===== src/rtl/core/s_star_haplotype_score_top_assert.svh =====
// Assertion macros for the S* score block.
`ifndef S_STAR_HAPLOTYPE_SCORE_TOP_ASSERT_SVH
`define S_STAR_HAPLOTYPE_SCORE_TOP_ASSERT_SVH
`ifndef NO_ASSERTIONS
`define SSH_ASSERT(label, clk, rst_n, prop) \
  label: assert property (@(posedge clk) disable iff (!rst_n) prop) else $error("%m failed");
`define SSH_ASSERT_NEXT(label, clk, rst_n, pre, post) \
  label: assert property (@(posedge clk) disable iff (!rst_n) pre |=> post) else $error("%m");
`else
`define SSH_ASSERT(label, clk, rst_n, prop)
`define SSH_ASSERT_NEXT(label, clk, rst_n, pre, post)
`endif
`endif


===== src/rtl/core/ssh_pkg.sv =====
package ssh_pkg;
  localparam int unsigned ScoreW = 48;
  localparam int unsigned PosW = 32;
  localparam int unsigned GenoW = 2;
  localparam int unsigned BonusW = 20;
  localparam int unsigned PenW = 21;
  localparam int unsigned MinDist = 10;
  localparam int unsigned SeedFactor = 10;

  typedef enum logic [3:0] {
    ST_LOAD, ST_SEED, ST_RDK, ST_RDJ, ST_EXT, ST_NEW, ST_WRK,
    ST_BEST, ST_BESTCHK, ST_EMIT_RD, ST_EMIT
  } state_e;

  typedef enum logic [0:0] {
    REG_BONUS = 1'b0,
    REG_PENALTY = 1'b1
  } reg_idx_e;

  // Pair evaluation result handed from the pair unit to the sequencer.
  typedef struct packed {
    logic               valid;
    logic signed [ScoreW-1:0] pair;
  } pair_t;
endpackage


===== src/rtl/core/ssh_pair_unit.sv =====
module ssh_pair_unit (
  input  logic [ssh_pkg::PosW-1:0]      pos_k_i,
  input  logic [ssh_pkg::PosW-1:0]      pos_j_i,
  input  logic [ssh_pkg::GenoW-1:0]     geno_k_i,
  input  logic [ssh_pkg::GenoW-1:0]     geno_j_i,
  input  logic [ssh_pkg::BonusW-1:0]    bonus_i,
  input  logic signed [ssh_pkg::PenW-1:0] penalty_i,
  output ssh_pkg::pair_t                pair_o
);
  import ssh_pkg::*;

  logic signed [PosW:0] pos_diff;
  logic [GenoW-1:0] gx;

  always_comb begin
    pos_diff = $signed({1'b0, pos_k_i}) - $signed({1'b0, pos_j_i});
    gx = geno_k_i ^ geno_j_i;
    pair_o.valid = (pos_diff >= $signed((PosW+1)'(MinDist)));
    if (gx == 2'b00 || gx == 2'b11) begin
      pair_o.pair = ScoreW'($signed({1'b0, bonus_i})) + ScoreW'(pos_diff);
    end else begin
      pair_o.pair = ScoreW'(penalty_i);
    end
  end
endmodule


===== config.mk =====
export PLATFORM = sky130hd
export DESIGN_NAME = ssh_pair_unit
export DESIGN_NICKNAME = d
export VERILOG_FILES = /design/src/rtl/core/s_star_haplotype_score_top_assert.svh /design/src/rtl/core/ssh_pkg.sv /design/src/rtl/core/ssh_pair_unit.sv
export SDC_FILE = /design/constraint.sdc
export NUM_CORES = 1
export LEC_CHECK = 0
export ABC_AREA = 1
export BUFFER_PORTS_ARGS = -buffer_cell sky130_fd_sc_hd__buf_2
export CAP_MARGIN = 10
export CELL_PAD_IN_SITES_DETAIL_PLACEMENT = 1
export CELL_PAD_IN_SITES_GLOBAL_PLACEMENT = 2
export CORE_MARGIN = 1.5
export CORE_UTILIZATION = 27
export DETAILED_ROUTE_END_ITERATION = 8
export PLACE_DENSITY = 0.89
export SETUP_SLACK_MARGIN = 0.15
export SYNTH_ARGS = -nofsm -noshare
export SYNTH_HDL_FRONTEND = slang
export SYNTH_SLANG_ARGS = --single-unit

===== constraint.sdc =====
create_clock -name vclk -period 8.45
set_clock_uncertainty 0.15 [all_clocks]
set_input_delay 0 -clock vclk [all_inputs]
set_output_delay 0 -clock vclk [all_outputs]
set_load 0.005 [all_outputs]

[Yosys cells after proc, flatten, opt, wreduce, memory -nomap -nowiden]
Index checks and enable logic that the tools add are counted.
Operators by class
  $lt $le $gt $ge: 1
  add/sub/neg operators: 2
  bitwise logic cells: 1
  reductions and logical operators: 2
  eq/ne operators: 1
  muxes and demuxes: 1
Operators with widths (count)
  48-bit 2-to-1 mux: 1
  21-bit by 33-bit adder with 34-bit output: 1
  33-bit by 5-bit greater-or-equal comparator with 1-bit output, second input constant: 1
  32-bit by 32-bit subtractor with 33-bit output: 1
  2-bit equality test, second input constant: 1
  2-bit zero test: 1
  2-bit XOR: 1
  1-bit logical OR: 1
Storage, ports and cells
  bits in registers: 0
  output and inout port bits: 49
  logic and storage cells: 8

[Depth between registers and ports, before layout]
  word-level depth: 4
  gate-level depth with buffers: 26

[Least setup slack after synthesis]
No wires, ideal clock.
  kind: input -> output
  from: in pos_k_i[0] (netlist bit)
  to: out pair_o[34] (netlist bit)
  path slack: 5.262 ns
  stages on the path: 22
  arrival time: 3.038 ns
  buffers on the path: 1
  cells stage by stage: inv_1 -> ha_1 -> fa_1 -> inv_1 -> nand2_1 -> a21oi_1 -> nand2_1 -> nand3_2 -> xor2_1 -> ha_1 -> nand2_1 -> inv_1 -> nand3_1 -> nor3_1 -> nand4_1 -> nand3_1 -> nand3_2 -> a21oi_2 -> nand3_1 -> nand2_1 -> nand2_1 -> buf_4
RTL lines
  from (decl): line ssh_pair_unit.sv:2  | input logic [ssh_pkg::PosW-1:0] pos_k_i,
  to (decl): line ssh_pair_unit.sv:8  | output ssh_pkg::pair_t pair_o

==> run_results.csv <==
group,metric,value,unit
outcome,status,"completed",
finish,mostFrequentLayoutCell,"nand2_1",
place,place_congestion,0.830,
power,power,626,uW
timing,tightestPinTransition,0.470,ns
drt,routed_wirelength,16100,um
drt,ant_nets,0,
floorplan,io_pins,158,
global_route,antenna_found_initial,0,
finish,multi_input_area,3810,um^2
global_route,track_usage,18.2,%
setup_path,cp_data_arrival_time,3.49,ns
place,io_buffer_count,158,
setup_path,critPathMaxStageDelay,0.40,ns
setup_path,critPathSlowestCell,"fa_1",
setup_path,critPathCapture,"pair_o[46]",
logic_synthesis,synthSimpleGateAreaFrac,48.1,%
power,p_seq_share,0,%
logic_synthesis,syn_nets,1072,
drt,drc_errors,0,
finish,clkbuf_count,0,
timing,rsz0062_at_grt,"no",
logic_synthesis,avgSynthCellArea,5.13,um^2
finish,finalNetCount,1213,
drt,initialDrtViolationCount,170,
logic_synthesis,ys_warn_count,0,
floorplan,initial_core_util,27.8,%
power,clockPowerShare,0,%
logic_synthesis,synthMuxAreaShare,0,%
power,p_sw,388,uW
power,power_leakage,0.00354,uW
timing,hold_viol,0,
finish,nFlopsAndLatches,0,
power,ir_drop,34.3,uV
finish,regArea,0,um^2
logic_synthesis,netlist_instances,907,
power,switching_share,61.9,%
floorplan,core,16700,um^2
global_route,grt_start_max_net_pins,38,
floorplan,row_count,47,
timing,maxSlewViolCount,0,
setup_path,crit_path_frequent_cell,"nand2_1",
setup_path,cp_max_fo,15,
finish,fillers,2423,
timing,fmax,275,MHz
finish,n_antenna_cell,0,
logic_synthesis,synth_top_family_by_area,"simple AND/OR/NAND/NOR gates",
floorplan,dieWidth,134,um
setup_path,cp_top_family,"simple AND/OR/NAND/NOR gates",
logic_synthesis,syn_area,4650,um^2
logic_synthesis,ys_types,39,
finish,area_growth,20.3,%
global_route,overflow,0,
clock_tree,postCtsSetupRepairBufs,0,
finish,layout_common_cells,"nand2_1, inv_1, buf_2",
run,maxCapViolCount,0,
worst_hold_path,holdCritPathClass,"input port to output port",
floorplan,die_h,134,um
drt,routedWlPerCell,12.7,um
timing,post-route-period-util,43.0,%
logic_synthesis,synthXorXnorAreaFrac,6.97,%
drt,first_pass_iters,4,
drt,vias,5684,
power,combPwrFrac,100.0,%
timing,slew_headroom,68.5,%
finish,drive_gt1_share,21.0,%
clock_tree,cts-hold-fix-buffers,0,
floorplan,dieArea,18000,um^2
power,p_int,238,uW
setup_path,critPathLaunch,"pos_k_i[0]",
setup_path,worstPathCellList,"buf_2, inv_1, ha_1, fa_1, inv_1, nand2_1, nand2_1, nand3b_1, nand2_1, xnor2_1, inv_1, ha_1, nand2_1, nor2_1, inv_1, o21ai_0, nand2_1, nand3_1, nand3_2, a21oi_2, nand3_1, nand2_1, nand2_1, buf_2",
logic_synthesis,synth_compound_area_share,11.5,%
global_route,grt_pass1_wl,27400,um
power,p_per_area,112,nW/um^2
setup_path,crit_buf_inv,6,
timing,tns,0,ns
logic_synthesis,synth_adder_area_share,15.4,%
setup_path,cp_num_cells,24,
place,dp_hpwl,15000,um
drt,vias_per_cell,4.49,
global_route,grt_pass1_vias,5811,
setup_path,crit_required,8.30,ns
setup_path,worst_setup_path_start_kind,"input port",
timing,setup_viol,0,
setup_path,end_kind,"output port",
setup_path,worstSetupPathType,"input port to output port",
logic_synthesis,ys_seq_area_share,0,%
timing,fin_crit,3.64,ns
clock_tree,postCtsResizedCells,0,
==> worst min-delay path by stage <==
stage / end / startpoint / cells after the start / slack [ns]
after floorplan: pair_o[0] / penalty_i[0] / 2 / -0.05
after global placement: pair_o[0] / penalty_i[0] / 4 / 0.11
after detailed placement: pair_o[0] / penalty_i[0] / 4 / 0.12
after CTS: pair_o[1] / penalty_i[1] / 4 / 0.12
after global routing: pair_o[8] / penalty_i[8] / 4 / 0.14
final: pair_o[0] / penalty_i[0] / 4 / 0.12
==> worst min-delay path, stage by stage <==
cell     delay (ns)
buf_2          0.08
nand2_1        0.04
nand2_1        0.05
buf_2          0.10
==> metal layers <==
layer  GRT usage, %  up-vias  share of wire (%)
li1               -     3055                  -
met1           24.9     2522                 50
met2           32.2       93                 46
met3          0.642       14                3.0
met4           2.81        0                1.8
met5              0        -                  0
==> logic make-up after synthesis <==
kind of cell,Yosys count
compound gates,99
xor+xnor,37
fa+ha+maj,56
buf+inv,208
simple gates,507
==> Yosys cell counts <==
cell	count	share of area [%]
xor2_1	23	4.3
o311ai_1	1	0.19
and3_1	1	0.13
inv_2	5	0.40
nand2_4	5	1.2
nor3_2	1	0.22
clkinv_1	1	0.081
clkbuf_1	5	0.40
nor2_4	2	0.48
a31oi_1	4	0.54
and2_1	1	0.13
nand3_1	47	5.1
nor2_1	67	5.4
nand4_1	7	0.94
inv_1	182	15
nand3b_1	2	0.32
buf_4	14	2.3
o21bai_1	4	0.65
fa_1	2	0.86
a21o_1	4	0.65
o211ai_1	1	0.16
nand2_1	317	26
buf_2	1	0.11
nor4_1	1	0.13
nand2_2	24	3.2
o21ai_1	6	0.65
a21oi_2	2	0.38
nor3_1	9	0.97
or2_2	2	0.27
nor2_2	13	1.7
nor2_8	2	0.86
xnor2_1	14	2.6
o21ai_0	33	3.6
ha_1	54	15
nand3b_4	1	0.43
nand3_2	4	0.86
o31ai_1	1	0.16
a21oi_1	43	4.6
or2_1	1	0.13
==> power by group through the flow <==
stage | Combinational [uW] | Clock [uW] | Sequential (uW)
after floorplan | 441 | 0 | 0
after global placement | 625 | 0 | 0
after detailed placement | 633 | 0 | 0
after CTS | 635 | 0 | 0
after global routing | 719 | 0 | 0
final | 626 | 0 | 0
==> through the flow <==
stage,instance area (um^2),worst slack [ns],util (%),hold WS [ns],cells
3_5_place_dp,5590,4.75,33.5,0.123,1266
6_report,5590,4.81,33.5,0.119,1266
4_1_cts,5590,4.75,33.5,0.123,1266
5_1_grt,5590,4.32,33.5,0.143,1266
2_1_floorplan,4650,5.26,-,-0.0527,907
3_3_place_gp,5590,4.80,33.5,0.111,1266
==> area by class of cell <==
| type | instances | share of cell area, % |
|---|---|---|
| inverters | 188 | 12.6 |
| multi-input cells | 699 | 68.2 |
| well taps | 220 | 4.92 |
| repair buffers | 159 | 14.3 |
No activity file was read; power rests on OpenSTA's default activity.
